File: config.mk
export PLATFORM = sky130hd
export DESIGN_NAME = xtea_block_decipher_top
export DESIGN_NICKNAME = d
export VERILOG_FILES = /design/src/xtea_pkg.sv /design/src/xtea_block_decipher_top.sv /design/src/xtea_regs.sv /design/src/xtea_ctrl.sv /design/src/xtea_dp.sv
export SDC_FILE = /design/constraint.sdc
export NUM_CORES = 1
export LEC_CHECK = 0
export BUFFER_PORTS_ARGS = -buffer_cell sky130_fd_sc_hd__buf_2
export CORE_ASPECT_RATIO = 1.2
export CORE_MARGIN = 2
export CORE_UTILIZATION = 35
export DETAILED_ROUTE_END_ITERATION = 10
export PLACE_DENSITY = 0.49
export RECOVER_POWER = 50
export SLEW_MARGIN = 20
export SYNTH_ARGS = -nofsm -noshare
export SYNTH_HDL_FRONTEND = slang
export SYNTH_SLANG_ARGS = --single-unit
File: constraint.sdc
create_clock -name clk -period 9.21 [get_ports clk]
set_input_delay 0 -clock clk [delete_from_list [all_inputs] [get_ports clk]]
set_output_delay 0 -clock clk [all_outputs]
set_load 0.005 [all_outputs]
File: src/xtea_pkg.sv
`default_nettype none
package xtea_pkg;

	localparam int unsigned WORD_W   = 32;
	localparam int unsigned CNT_W    = 9;
	localparam int unsigned KEY_N    = 4;
	localparam int unsigned KSEL_W   = 2;
	localparam int unsigned KSEL_LO  = 11;
	localparam int unsigned ADDR_W   = 5;
	localparam int unsigned RIDX_W   = 3;

	localparam logic [WORD_W-1:0] DELTA       = 32'h9E37_79B9;
	localparam logic [CNT_W-1:0]  CNT_RESET   = 9'd256;

	localparam logic [RIDX_W-1:0] REG_KEY0  = 3'd0;
	localparam logic [RIDX_W-1:0] REG_KEY1  = 3'd1;
	localparam logic [RIDX_W-1:0] REG_KEY2  = 3'd2;
	localparam logic [RIDX_W-1:0] REG_KEY3  = 3'd3;
	localparam logic [RIDX_W-1:0] REG_COUNT = 3'd4;

	typedef logic [KEY_N-1:0][WORD_W-1:0] key_t;

	typedef enum logic [1:0] {
		ST_IDLE,
		ST_HALF_B,
		ST_HALF_A,
		ST_FINISH
	} state_t;

	typedef struct packed {
		logic load;
		logic step_b;
		logic step_a;
		logic emit;
	} dp_cmd_t;

	function automatic logic [WORD_W-1:0] mix(input logic [WORD_W-1:0] w);
		mix = ((w << 4) ^ (w >> 5)) + w;
	endfunction

endpackage
`default_nettype wire

File: src/xtea_block_decipher_top.sv
// Channel  Handshake            Beat
// in       in_valid/in_ready    cipher_first, cipher_second
// out      out_valid/out_ready  plain_first, plain_second
// cfg      APB psel/penable     key_word0..3, cycle_count at 4*i
//
// A block runs one Feistel half-round per clock through the single round unit.
// The input is taken only while no block is in the round unit.
// A finished result waits in the output register while the next block runs.
// Reset clears the key to zero and sets the cycle count to 256.
`default_nettype none
module xtea_block_decipher_top (
	input  wire logic                        clk,
	input  wire logic                        arst_n,
	input  wire logic                        in_valid,
	output logic                             in_ready,
	input  wire logic [xtea_pkg::WORD_W-1:0] cipher_first,
	input  wire logic [xtea_pkg::WORD_W-1:0] cipher_second,
	output logic                             out_valid,
	input  wire logic                        out_ready,
	output logic [xtea_pkg::WORD_W-1:0]      plain_first,
	output logic [xtea_pkg::WORD_W-1:0]      plain_second,
	input  wire logic                        psel,
	input  wire logic                        penable,
	input  wire logic                        pwrite,
	input  wire logic [xtea_pkg::ADDR_W-1:0] paddr,
	input  wire logic [31:0]                 pwdata,
	output logic [31:0]                      prdata,
	output logic                             pready
);
	import xtea_pkg::*;

	key_t             key;
	logic [CNT_W-1:0] cycle_count;
	dp_cmd_t          cmd;

	xtea_regs u_regs (
		.clk         (clk),
		.arst_n      (arst_n),
		.psel        (psel),
		.penable     (penable),
		.pwrite      (pwrite),
		.paddr       (paddr),
		.pwdata      (pwdata),
		.prdata      (prdata),
		.pready      (pready),
		.key         (key),
		.cycle_count (cycle_count)
	);

	xtea_ctrl u_ctrl (
		.clk         (clk),
		.arst_n      (arst_n),
		.in_valid    (in_valid),
		.in_ready    (in_ready),
		.out_valid   (out_valid),
		.out_ready   (out_ready),
		.cycle_count (cycle_count),
		.cmd         (cmd)
	);

	xtea_dp u_dp (
		.clk           (clk),
		.cmd           (cmd),
		.key           (key),
		.cycle_count   (cycle_count),
		.cipher_first  (cipher_first),
		.cipher_second (cipher_second),
		.plain_first   (plain_first),
		.plain_second  (plain_second)
	);
endmodule
`default_nettype wire

File: src/xtea_regs.sv
`default_nettype none
module xtea_regs (
	input  wire logic                        clk,
	input  wire logic                        arst_n,
	input  wire logic                        psel,
	input  wire logic                        penable,
	input  wire logic                        pwrite,
	input  wire logic [xtea_pkg::ADDR_W-1:0] paddr,
	input  wire logic [31:0]                 pwdata,
	output logic [31:0]                      prdata,
	output logic                             pready,
	output xtea_pkg::key_t                   key,
	output logic [xtea_pkg::CNT_W-1:0]       cycle_count
);
	import xtea_pkg::*;

	key_t             key_q;
	logic [CNT_W-1:0] count_q;
	logic             wr_en;
	logic [RIDX_W-1:0] ridx;

	assign pready = 1'b1;
	assign wr_en  = psel && penable && pwrite;
	assign ridx   = paddr[ADDR_W-1:2];

	always_ff @(posedge clk or negedge arst_n) begin
		if (!arst_n) begin
			key_q   <= '0;
			count_q <= CNT_RESET;
		end else if (wr_en) begin
			unique case (ridx)
				REG_KEY0:  key_q[0] <= pwdata;
				REG_KEY1:  key_q[1] <= pwdata;
				REG_KEY2:  key_q[2] <= pwdata;
				REG_KEY3:  key_q[3] <= pwdata;
				REG_COUNT: count_q  <= pwdata[CNT_W-1:0];
				default:   ;
			endcase
		end
	end

	always_comb begin
		unique case (ridx)
			REG_KEY0:  prdata = key_q[0];
			REG_KEY1:  prdata = key_q[1];
			REG_KEY2:  prdata = key_q[2];
			REG_KEY3:  prdata = key_q[3];
			REG_COUNT: prdata = 32'(count_q);
			default:   prdata = '0;
		endcase
	end

	assign key         = key_q;
	assign cycle_count = count_q;
endmodule
`default_nettype wire

File: src/xtea_ctrl.sv
`default_nettype none
module xtea_ctrl (
	input  wire logic                        clk,
	input  wire logic                        arst_n,
	input  wire logic                        in_valid,
	output logic                             in_ready,
	output logic                             out_valid,
	input  wire logic                        out_ready,
	input  wire logic [xtea_pkg::CNT_W-1:0]  cycle_count,
	output xtea_pkg::dp_cmd_t                cmd
);
	import xtea_pkg::*;

	state_t           state_q;
	state_t           state_d;
	logic [CNT_W-1:0] cnt_q;
	logic             out_valid_q;
	logic             out_free;
	logic             last_round;

	assign out_free   = !out_valid_q || out_ready;
	assign last_round = (cnt_q == CNT_W'(1));

	always_comb begin
		state_d = state_q;
		unique case (state_q)
			ST_IDLE: begin
				if (in_valid) begin
					state_d = (cycle_count == '0) ? ST_FINISH : ST_HALF_B;
				end
			end
			ST_HALF_B: state_d = ST_HALF_A;
			ST_HALF_A: state_d = last_round ? ST_FINISH : ST_HALF_B;
			ST_FINISH: begin
				if (out_free) begin
					state_d = ST_IDLE;
				end
			end
			default: state_d = ST_IDLE;
		endcase
	end

	always_comb begin
		cmd      = '0;
		in_ready = 1'b0;
		unique case (state_q)
			ST_IDLE: begin
				in_ready = 1'b1;
				cmd.load = in_valid;
			end
			ST_HALF_B: cmd.step_b = 1'b1;
			ST_HALF_A: cmd.step_a = 1'b1;
			ST_FINISH: cmd.emit   = out_free;
			default:   ;
		endcase
	end

	always_ff @(posedge clk or negedge arst_n) begin
		if (!arst_n) begin
			state_q     <= ST_IDLE;
			cnt_q       <= '0;
			out_valid_q <= 1'b0;
		end else begin
			state_q <= state_d;
			if (cmd.load) begin
				cnt_q <= cycle_count;
			end else if (cmd.step_a) begin
				cnt_q <= cnt_q - CNT_W'(1);
			end
			if (cmd.emit) begin
				out_valid_q <= 1'b1;
			end else if (out_ready) begin
				out_valid_q <= 1'b0;
			end
		end
	end

	assign out_valid = out_valid_q;
endmodule
`default_nettype wire

File: src/xtea_dp.sv
`default_nettype none
module xtea_dp (
	input  wire logic                         clk,
	input  wire xtea_pkg::dp_cmd_t            cmd,
	input  wire xtea_pkg::key_t               key,
	input  wire logic [xtea_pkg::CNT_W-1:0]   cycle_count,
	input  wire logic [xtea_pkg::WORD_W-1:0]  cipher_first,
	input  wire logic [xtea_pkg::WORD_W-1:0]  cipher_second,
	output logic [xtea_pkg::WORD_W-1:0]       plain_first,
	output logic [xtea_pkg::WORD_W-1:0]       plain_second
);
	import xtea_pkg::*;

	logic [WORD_W-1:0] a_q;
	logic [WORD_W-1:0] b_q;
	logic [WORD_W-1:0] sum_q;
	logic [WORD_W-1:0] pa_q;
	logic [WORD_W-1:0] pb_q;
	logic [WORD_W-1:0] start_sum;
	logic [WORD_W-1:0] b_next;
	logic [WORD_W-1:0] a_next;

	assign start_sum = DELTA * WORD_W'(cycle_count);
	assign b_next = b_q - (mix(a_q) ^ (sum_q + key[sum_q[KSEL_LO+KSEL_W-1:KSEL_LO]]));
	assign a_next = a_q - (mix(b_q) ^ (sum_q + key[sum_q[KSEL_W-1:0]]));

	always_ff @(posedge clk) begin
		if (cmd.load) begin
			a_q   <= cipher_first;
			b_q   <= cipher_second;
			sum_q <= start_sum;
		end else if (cmd.step_b) begin
			b_q   <= b_next;
			sum_q <= sum_q - DELTA;
		end else if (cmd.step_a) begin
			a_q <= a_next;
		end
		if (cmd.emit) begin
			pa_q <= a_q;
			pb_q <= b_q;
		end
	end

	assign plain_first  = pa_q;
	assign plain_second = pb_q;
endmodule
`default_nettype wire

## After elaboration in Yosys (flattened, before gate mapping)

Cells that the tools add are included.

- Register bits after elaboration: 309
- Output and inout port bits: 99
- Word-level logic and storage cells: 82

- $add $sub $neg: 8
- $mul: 1
- Magnitude comparators: 2
- Equality and inequality tests: 11
- Mux-type cells: 26
- Bitwise gates (word level): 4
- Reductions and logical operators: 17

Operators with widths:

| operator | count |
|---|---|
| 32-bit two-way mux | 9 |
| 32-bit one-hot mux with 5 select lines | 1 |
| 32-bit adder | 4 |
| 32-bit binary-select mux with 2-bit select | 2 |
| 32-bit subtractor | 2 |
| 32-bit by 27-bit XOR with 32-bit output | 2 |
| 32-bit XOR | 2 |
| 32-bit by 9-bit multiplier with 32-bit output, first input constant | 1 |
| 32-bit subtractor, second input constant | 1 |
| 9-bit two-way mux | 2 |
| 2-bit AND reduction | 7 |
| 9-bit by 1-bit == test with 1-bit output, second input constant | 1 |
| 9-bit zero test | 1 |
| 9-bit by 1-bit subtractor with 9-bit output, second input constant | 1 |
| 2-bit two-way mux | 4 |
| 2-bit one-hot mux with 4 select lines | 1 |
| 1-bit two-way mux | 7 |
| 3-bit by 2-bit == test with 1-bit output, second input constant | 2 |
| 2-bit by 3-bit less-than comparator with 1-bit output, second input constant | 2 |
| 2-bit nonzero test | 3 |
| 2-bit == test, second input constant | 2 |
| 2-bit by 1-bit != test with 1-bit output, second input constant | 2 |
| 3-bit by 1-bit == test with 1-bit output, second input constant | 1 |
| 3-bit == test, second input constant | 1 |
| other kinds (7) | 8 |

## Longest topological paths before layout

Gate-level depths: netlist of run 1.

- Word-level depth: 8
- Mapped depth: 27
- Depth with buffers taken out: 25

## Modules after synthesis

From an unflattened synthesis of run 1, not the netlist that was laid out.

- Cells, all modules: 2675
- Area total of the unflattened synthesis: 27953.1 sq um

By module, submodules not included:

| module | times used | cells each | area an instance (sq um) |
|---|---|---|---|
| xtea_dp | 1 | 2196 | 20900.0 |
| xtea_regs | 1 | 400 | 6347.3 |
| xtea_ctrl | 1 | 79 | 705.7 |

## Worst setup path after synthesis of run 1

No wires, ideal clock.

- Path kind: register -> register
- From: reg u_dp.sum_q[11]
- To: reg u_dp.b_q[31] (data pin)
- Data arrival time: 5.772 ns
- Slack: 3.178 ns
- Cell stages (with the launch flop): 25
- Path buffers: 2
- Cell sequence: edfxtp_1 -> buf_2 -> buf_1 -> mux4_2 -> ha_1 -> nand4_1 -> a211oi_1 -> or2_2 -> o21ai_0 -> o31ai_1 -> a211o_1 -> a31oi_1 -> o21ai_0 -> xnor2_1 -> xnor2_1 -> ha_1 -> o21a_1 -> o21ai_0 -> o211ai_1 -> a21oi_2 -> o21ai_1 -> o41a_1 -> a211oi_2 -> xnor3_1 -> mux2_4

- Longest elaborated chain between the ends: 7

Ends and longest elaborated chain:

| item | RTL line | text |
|---|---|---|
| start: declaration | xtea_dp.sv:16 | `logic [WORD_W-1:0] sum_q;` |
| start signal: assignment | xtea_dp.sv:31 | `sum_q <= start_sum;` |
| start signal: assignment | xtea_dp.sv:34 | `sum_q <= sum_q - DELTA;` |
| 32-bit binary-select mux with 2-bit select | xtea_dp.sv:24 | `assign b_next = b_q - (mix(a_q) ^ (sum_q + key[sum_q[KSEL_LO+KSEL_W-1:KSEL_LO]]));` |
| 32-bit two-way mux (implied by the code) | xtea_dp.sv:24 |  |
| 32-bit adder (*) | xtea_dp.sv:24 |  |
| 32-bit XOR (*) | xtea_dp.sv:24 |  |
| 32-bit subtractor (*) | xtea_dp.sv:24 |  |
| 32-bit two-way mux (*) | xtea_dp.sv:32 | `end else if (cmd.step_b) begin` |
| 32-bit two-way mux (*) | xtea_dp.sv:28 | `if (cmd.load) begin` |
| end signal: assignment | xtea_dp.sv:30 | `b_q <= cipher_second;` |
| end signal: assignment | xtea_dp.sv:33 | `b_q <= b_next;` |
| end: declaration | xtea_dp.sv:15 | `logic [WORD_W-1:0] b_q;` |

Mark *: on every way between the ends. The rest lies on a longest branch, timed or not. The select of a mux whose other input is x is not followed.
A chain may end at the register's enable or synchronous reset.

## Worst setup path after layout of run 1

Ends and elaborated chain as after synthesis.

==> results.toml, run 1 <==
[global_routing]
grt_usage_pct = 23.0
grt_antenna_before_repair = 0
grt_first_pass_wirelength_um = 142000
grt_max_degree = 82
grt_pass1_vias = 22903
grt_overflow = 0

[clocking]
cts_max_path_buffers = 3
cts_inserted_buffers = 38
root_buffer = "clkbuf_16"
cts_tree = "done"
htree_levels = 2
cts.clk_slew.worst_paths_ps = 60
cts_setup_buffers = 0
cts.sinks = 309
clk_latency_ps = 570

[floorplanning]
boundaryPins = 207
die-area_um2 = 82100
chipWidth_um = 262
initial_core_util_pct = 35.3
rows = 113
die_y_um = 313
coreArea_um2 = 79000

[place]
globalplace.congestion = 0.899
port_buffers = 203
placed_cells_incl_taps = 3895
dp_hpwl_um = 74200

[hold_path]
hp-class = "input port to flop"

[synthesis]
async_flop_share_pct = 48.2
ys_warn_count = 0
synth_nets = 3166
synth.distinct_cells = 81
syn_avg_cell_area_um2 = 10.3
synth.ff_latch_count = 309
synth_area_um2 = 27900
postSynthCellCount = 2723
synth_edf_count = 160
synth_ff_type = "edfxtp_1"
ys_seq_area_share_pct = 30.6

[setup_path]
arrival_ps = 7450
worstSetupEndpointType = "flop"
crit_family = "compound AO/OA/AOI/OAI gates"
critical_path_class = "flop to flop"
path_buf_inv = 1
worstSetupStartpointType = "flop"
cpPeakStageDelay_ps = 940
cp_cell_sequence = "mux4_2, ha_1, inv_1, fa_1, nor2b_1, o21ai_0, a21boi_0, o41ai_2, o211ai_1, a21oi_1, o21ai_0, xnor2_1, xnor2_1, ha_1, a211oi_1, o21bai_1, a21boi_0, o211ai_1, a21oi_2, o21ai_1, o41a_1, a211oi_2, xnor3_1, mux2_4"
critPathRequiredTime_ps = 9530
cp_max_fo = 12
crit_path_top_delay_cell = "edfxtp_1"

[drt]
wl_per_cell_um = 23.4
wl_um = 94800
viasPerCell = 5.49
m1WireLength_um = 42200
drtIter0Drc = 1319
wl_met3_um = 4030
drc_errors = 0
top_layer_used = "met4"
drtAntennaViolNets = 0
vias = 22298
dr_wl_met2_um = 46000
drt_pass1_iterations = 6

[status]
violations = "max-capacitance violations, max-slew violations"
status = "complete, but fails checks"

[timing]
setup_viol = 0
rsz0062_at_grt = "false"
worstMarginPinSlew_ps = 4380
fin_crit_sh_pct = 77.5
max-slew-margin-rel_pct = -192
skew_ps = 15.6
drv_slew = 330
final.setup.tns_ps = 0
hold_violations = 0
period_minus_slack_ps = 7140
clock.fmax_mhz = 140

[layout]
fillers = 7776
finalNonFillerCells = 4058
drive_gt1_share_pct = 15.4
synthToLayoutAreaGrowth_pct = 15.3
fin_nets = 3442

[job]
maxCapViolations = 7
-- layout make-up --
| cell class | count | area (um2) | share of cell area, % |
|---|---|---|---|
| Antenna cell | 1 | 2.50 | 0.00778 |
| Sequential cell | 309 | 8530 | 26.5 |
| Timing Repair Buffer | 322 | 2070 | 6.43 |
| Inverter | 188 | 706 | 2.19 |
| Tap cell | 1035 | 1290 | 4.02 |
| Clock buffer | 48 | 1010 | 3.13 |
| Clock inverter | 15 | 181 | 0.564 |
| Multi-Input combinational cell | 2140 | 18400 | 57.1 |
-- worst min-delay path: stages --
cell and delay [ps]:
dlygate4sd3_1 510, buf_2 130, mux2_2 140
-- synth_stat cells (all sizes together), types with 103 or more instances --
library cell,instances,share of area [%]
a21o,103,2.8
a21oi,227,4.1
dfrtp,148,13
edfxtp,160,17
ha,254,11
inv,188,2.5
mux2,130,5.3
nand2,148,2.0
nor2,142,1.9
o21ai,141,2.5
xnor2,210,6.6
xor2,125,3.9
-- path summary, 6_finish.rpt --
check / from / endpoint / slack (ps) / cells after the start
max in group asynchronous: arst_n / u_ctrl.out_valid$_DFFE_PN0P_ / 2300 / 3
hold reg to reg: u_ctrl.cnt_q[8]$_DFFE_PN0P_ / u_ctrl.cnt_q[8]$_DFFE_PN0P_ / 550 / 1
hold / removal: pwdata[13] / u_regs.key[13]$_DFFE_PN0P_ / 250 / 3
setup reg to reg: u_dp.sum_q[11]$_DFFE_PP_ / u_dp.b_q[31]$_DFFE_PP_ / 2070 / 24
setup / recovery: u_dp.sum_q[11]$_DFFE_PP_ / u_dp.b_q[31]$_DFFE_PP_ / 2070 / 24
min in group asynchronous: arst_n / u_regs.key[28]$_DFFE_PN0P_ / 1610 / 2
-- state kept, by name, summed over array words and instances, names as in the netlist --
register            count
u_dp.b_q               32
u_ctrl.state_q          2
u_dp.sum_q             32
u_ctrl.cnt_q            9
u_dp.a_q               32
u_regs.key            128
u_dp.plain_second      32
u_ctrl.out_valid        1
u_regs.cycle_count      9
u_dp.plain_first       32
-- repair_timing --
action,4_1_cts,5_1_grt
hold endpoints to repair,284,0
hold buffers,99,0
resized for setup,0,0
-- stage by stage --
step | hold WS [ps] | util (%) | worst slack, ps | instance area (um2)
4_1_cts | 142 | 40.8 | 2030 | 32300
3_3_place_gp | 78.0 | 38.1 | 2080 | 30100
2_1_floorplan | -296 | - | 3180 | 27900
6_report | 245 | 40.7 | 2070 | 32200
3_5_place_dp | 98.1 | 38.1 | 2070 | 30100
5_1_grt | 245 | 40.7 | 799 | 32200
-- cells in the final DEF, fill, tap and decap left out, types with 25 or more instances in the layout --
master	instances
dlygate4sd3_1	99
mux2_2	129
xor2_1	125
edfxtp_1	160
nor2b_1	44
buf_2	151
dfrtp_1	148
nor2_1	140
a21o_1	103
ha_1	254
inv_1	188
o21ai_0	133
clkbuf_16	38
nand3_1	51
a21oi_1	226
xnor2_1	210
nand2b_1	25
clkbuf_1	62
mux4_2	87
nor3_1	33
o21bai_1	25
nand2_1	147
fa_1	81
-- logic make-up after synthesis --
kind of cell               Yosys count  synth area share [%]
and+or+nand+nor                    545                  9.38
muxes                              237                  13.0
DFF                                309                  30.6
xor gates and xnor gates           337                  10.7
adders and majority gates          335                  17.2
other                                1                0.0134
AOI/OAI and AO/OA                  685                  15.5
buffers and inverters              274                  3.70
-- per-layer routing --
| layer | GRT usage [%] | vias up |
|---|---|---|
| met4 | 6.16 | 0 |
| li1 | - | 10490 |
| met1 | 30.7 | 11120 |
| met2 | 39.3 | 565 |
| met3 | 2.48 | 123 |
| met5 | 0 | - |
Power of run 1 is not shown: default switching activity piles up to over one toggle a cycle in this logic, so the estimate is an artifact.
==> inputs of run 2 (changes only) <==
- PLACE_DENSITY: 0.49 -> 0.51
- clock period: 9.21 -> 6.2 ns (I/O delays scaled with it)
==> run 2 against run 1 <==
The run still ends with max-capacitance violations, max-slew violations left. Critical path depth increased by 1. Hold slack got worse by 220 ps. First-iteration DRC count increased by 25%. Global-route usage is 0.74 points higher. Count of clock-buffer cells in the layout fell by 2. Maximum frequency up 18%. Worst setup slack got worse by 1900 ps. Via count is 3.9% higher. Sequential cell count did not move. Critical path type unchanged.
==> results.toml, run 2 (synthesis gave the netlist of run 1 again) <==
[clocking]
cts_tree = "done"
root_buffer = "clkbuf_16"
cts_inserted_buffers = 37
clk_latency_ps = 580
cts.sinks = 309
cts_max_path_buffers = 3
cts.clk_slew.worst_paths_ps = 70
htree_levels = 2

[setup_path]
crit_family = "compound AO/OA/AOI/OAI gates"
reg2reg_depth = 25
cp_common_cell = "buf_4"
path_buf_inv = 7
crit_path_top_delay_cell = "edfxtp_1"
worstSetupStartpointType = "flop"
r2r_setup_slack_ps = 160
r2r_start = "u_dp.sum_q[11]$_DFFE_PP_"
critPathRequiredTime_ps = 6520
arrival_ps = 6360
cp_max_fo = 6
critical_path_class = "flop to flop"
worstSetupEndpointType = "flop"
cpPeakStageDelay_ps = 440
reg2reg_to = "u_dp.b_q[31]$_DFFE_PP_"

[floorplanning]
coreArea_um2 = 79000
initial_core_util_pct = 35.3
die-area_um2 = 82100
boundaryPins = 207
die_y_um = 313
chipWidth_um = 262
rows = 113

[hold_path]
min_to = "u_dp.a_q[10]$_DFFE_PP_"
hp-class = "input port to flop"
holdPathStages = 3
worstHoldStart = "cipher_first[10]"

[timing]
worstMarginPinSlew_ps = 4410
clock.fmax_mhz = 166
setup_viol = 0
rsz0062_at_grt = "true"
hold_violations = 0
drv_slew = 258
fin_crit_sh_pct = 97.3
period_minus_slack_ps = 6040
finalWorstSetupSlack_ps = 164
skew_ps = 29.9
max-slew-margin-rel_pct = -194

[layout]
fin_nets = 3623
layout_common_cells = "ha_1, a21oi_1, xnor2_1, inv_1, buf_4"
drive_gt1_share_pct = 20.0
final_common_cell = "ha_1"
synthToLayoutAreaGrowth_pct = 20.0
final_util_pct = 42.4
largest_reg_flops = 128
finalNonFillerCells = 4242

[drt]
drtAntennaViolNets = 0
drt_pass1_iterations = 5
viasPerCell = 5.46
drc_errors = 0
wl_per_cell_um = 23.1
drtIter0Drc = 1644
wl_um = 97800
vias = 23157

[global_routing]
grt_antenna_before_repair = 2
grt_first_pass_wirelength_um = 147000
grt_overflow = 0
grt_max_degree = 80
grt_pass1_vias = 23819
grt_usage_pct = 23.7

[place]
place_ws_ps = -113
globalplace.congestion = 0.954
dp_hpwl_um = 78500
placed_cells_incl_taps = 4064
port_buffers = 203

[status]
status = "complete, but fails checks"
violations = "max-capacitance violations, max-slew violations"

[job]
maxCapViolations = 6
[run 2: changes by cell type in the layout (fill, tap and decap cells not counted), sizes merged]
cell	before	now
buf	166	334
inv	191	193
clkinv	9	11
clkbuf	105	117
bufinv	3	0
clkinvlp	0	3
[run 2: worst max-delay path by stage]
stage / start / to / depth (start not counted)
6_report: u_dp.sum_q[11]$_DFFE_PP_ / u_dp.b_q[31]$_DFFE_PP_ / 25
2_1_floorplan: u_dp.sum_q[11]$_DFFE_PP_ / u_dp.b_q[31]$_DFFE_PP_ / 24
4_1_cts: u_dp.sum_q[11]$_DFFE_PP_ / u_dp.b_q[31]$_DFFE_PP_ / 25
3_3_place_gp: u_dp.sum_q[11]$_DFFE_PP_ / u_dp.b_q[31]$_DFFE_PP_ / 24
5_1_grt: u_dp.sum_q[11]$_DFFE_PP_ / u_dp.b_q[31]$_DFFE_PP_ / 26
3_5_place_dp: u_dp.sum_q[11]$_DFFE_PP_ / u_dp.b_q[31]$_DFFE_PP_ / 24
[run 2: tightest hold or removal path: cells and delay by family]
kind / cells / cell delay (ps)
and+or+nand+nor: 1 / 180
AOI/OAI and AO/OA: 1 / 120
buffers and inverters: 1 / 100
[run 2: cell type report]
class / count / area (um2)
Clock inverter: 19 / 140
Inverter: 188 / 706
Multi-Input combinational cell: 2140 / 18500
Clock buffer: 46 / 970
Antenna cell: 1 / 2.50
Sequential cell: 309 / 8530
Timing Repair Buffer: 504 / 3400
Tap cell: 1035 / 1290
Fill cell: 7729 / 45500
[run 2: per-stage QoR]
stage	hold slack, ps	instance area [um2]	TNS, ps
after global placement	79.1	31400	-61.5
after detailed placement	105	31400	-120
after floorplan	-296	27900	0
after CTS	5.01	33500	0
final	25.6	33500	0
after global routing	45.7	33500	-135
[run 2: repair_timing]
action / CTS / global route
hold endpoints to repair: 281 / 0
endpoints found under the setup margin: 1 / 17
gates resized for setup: 1 / 22
setup buffers: 0 / 12
pin swaps: 0 / 6
hold buffers: 99 / 0
cloned: 0 / 0
[run 2: layer usage]
metal  global-route usage, %  vias to the layer above  wire (um)
li1                        -                    10859          -
met1                    32.6                    11533      44300
met2                    40.1                      645      46900
met3                    2.37                      118       4310
met4                    5.46                        2       2280
met5                       0                        -          7
Power of run 2 is left out for the same reason.
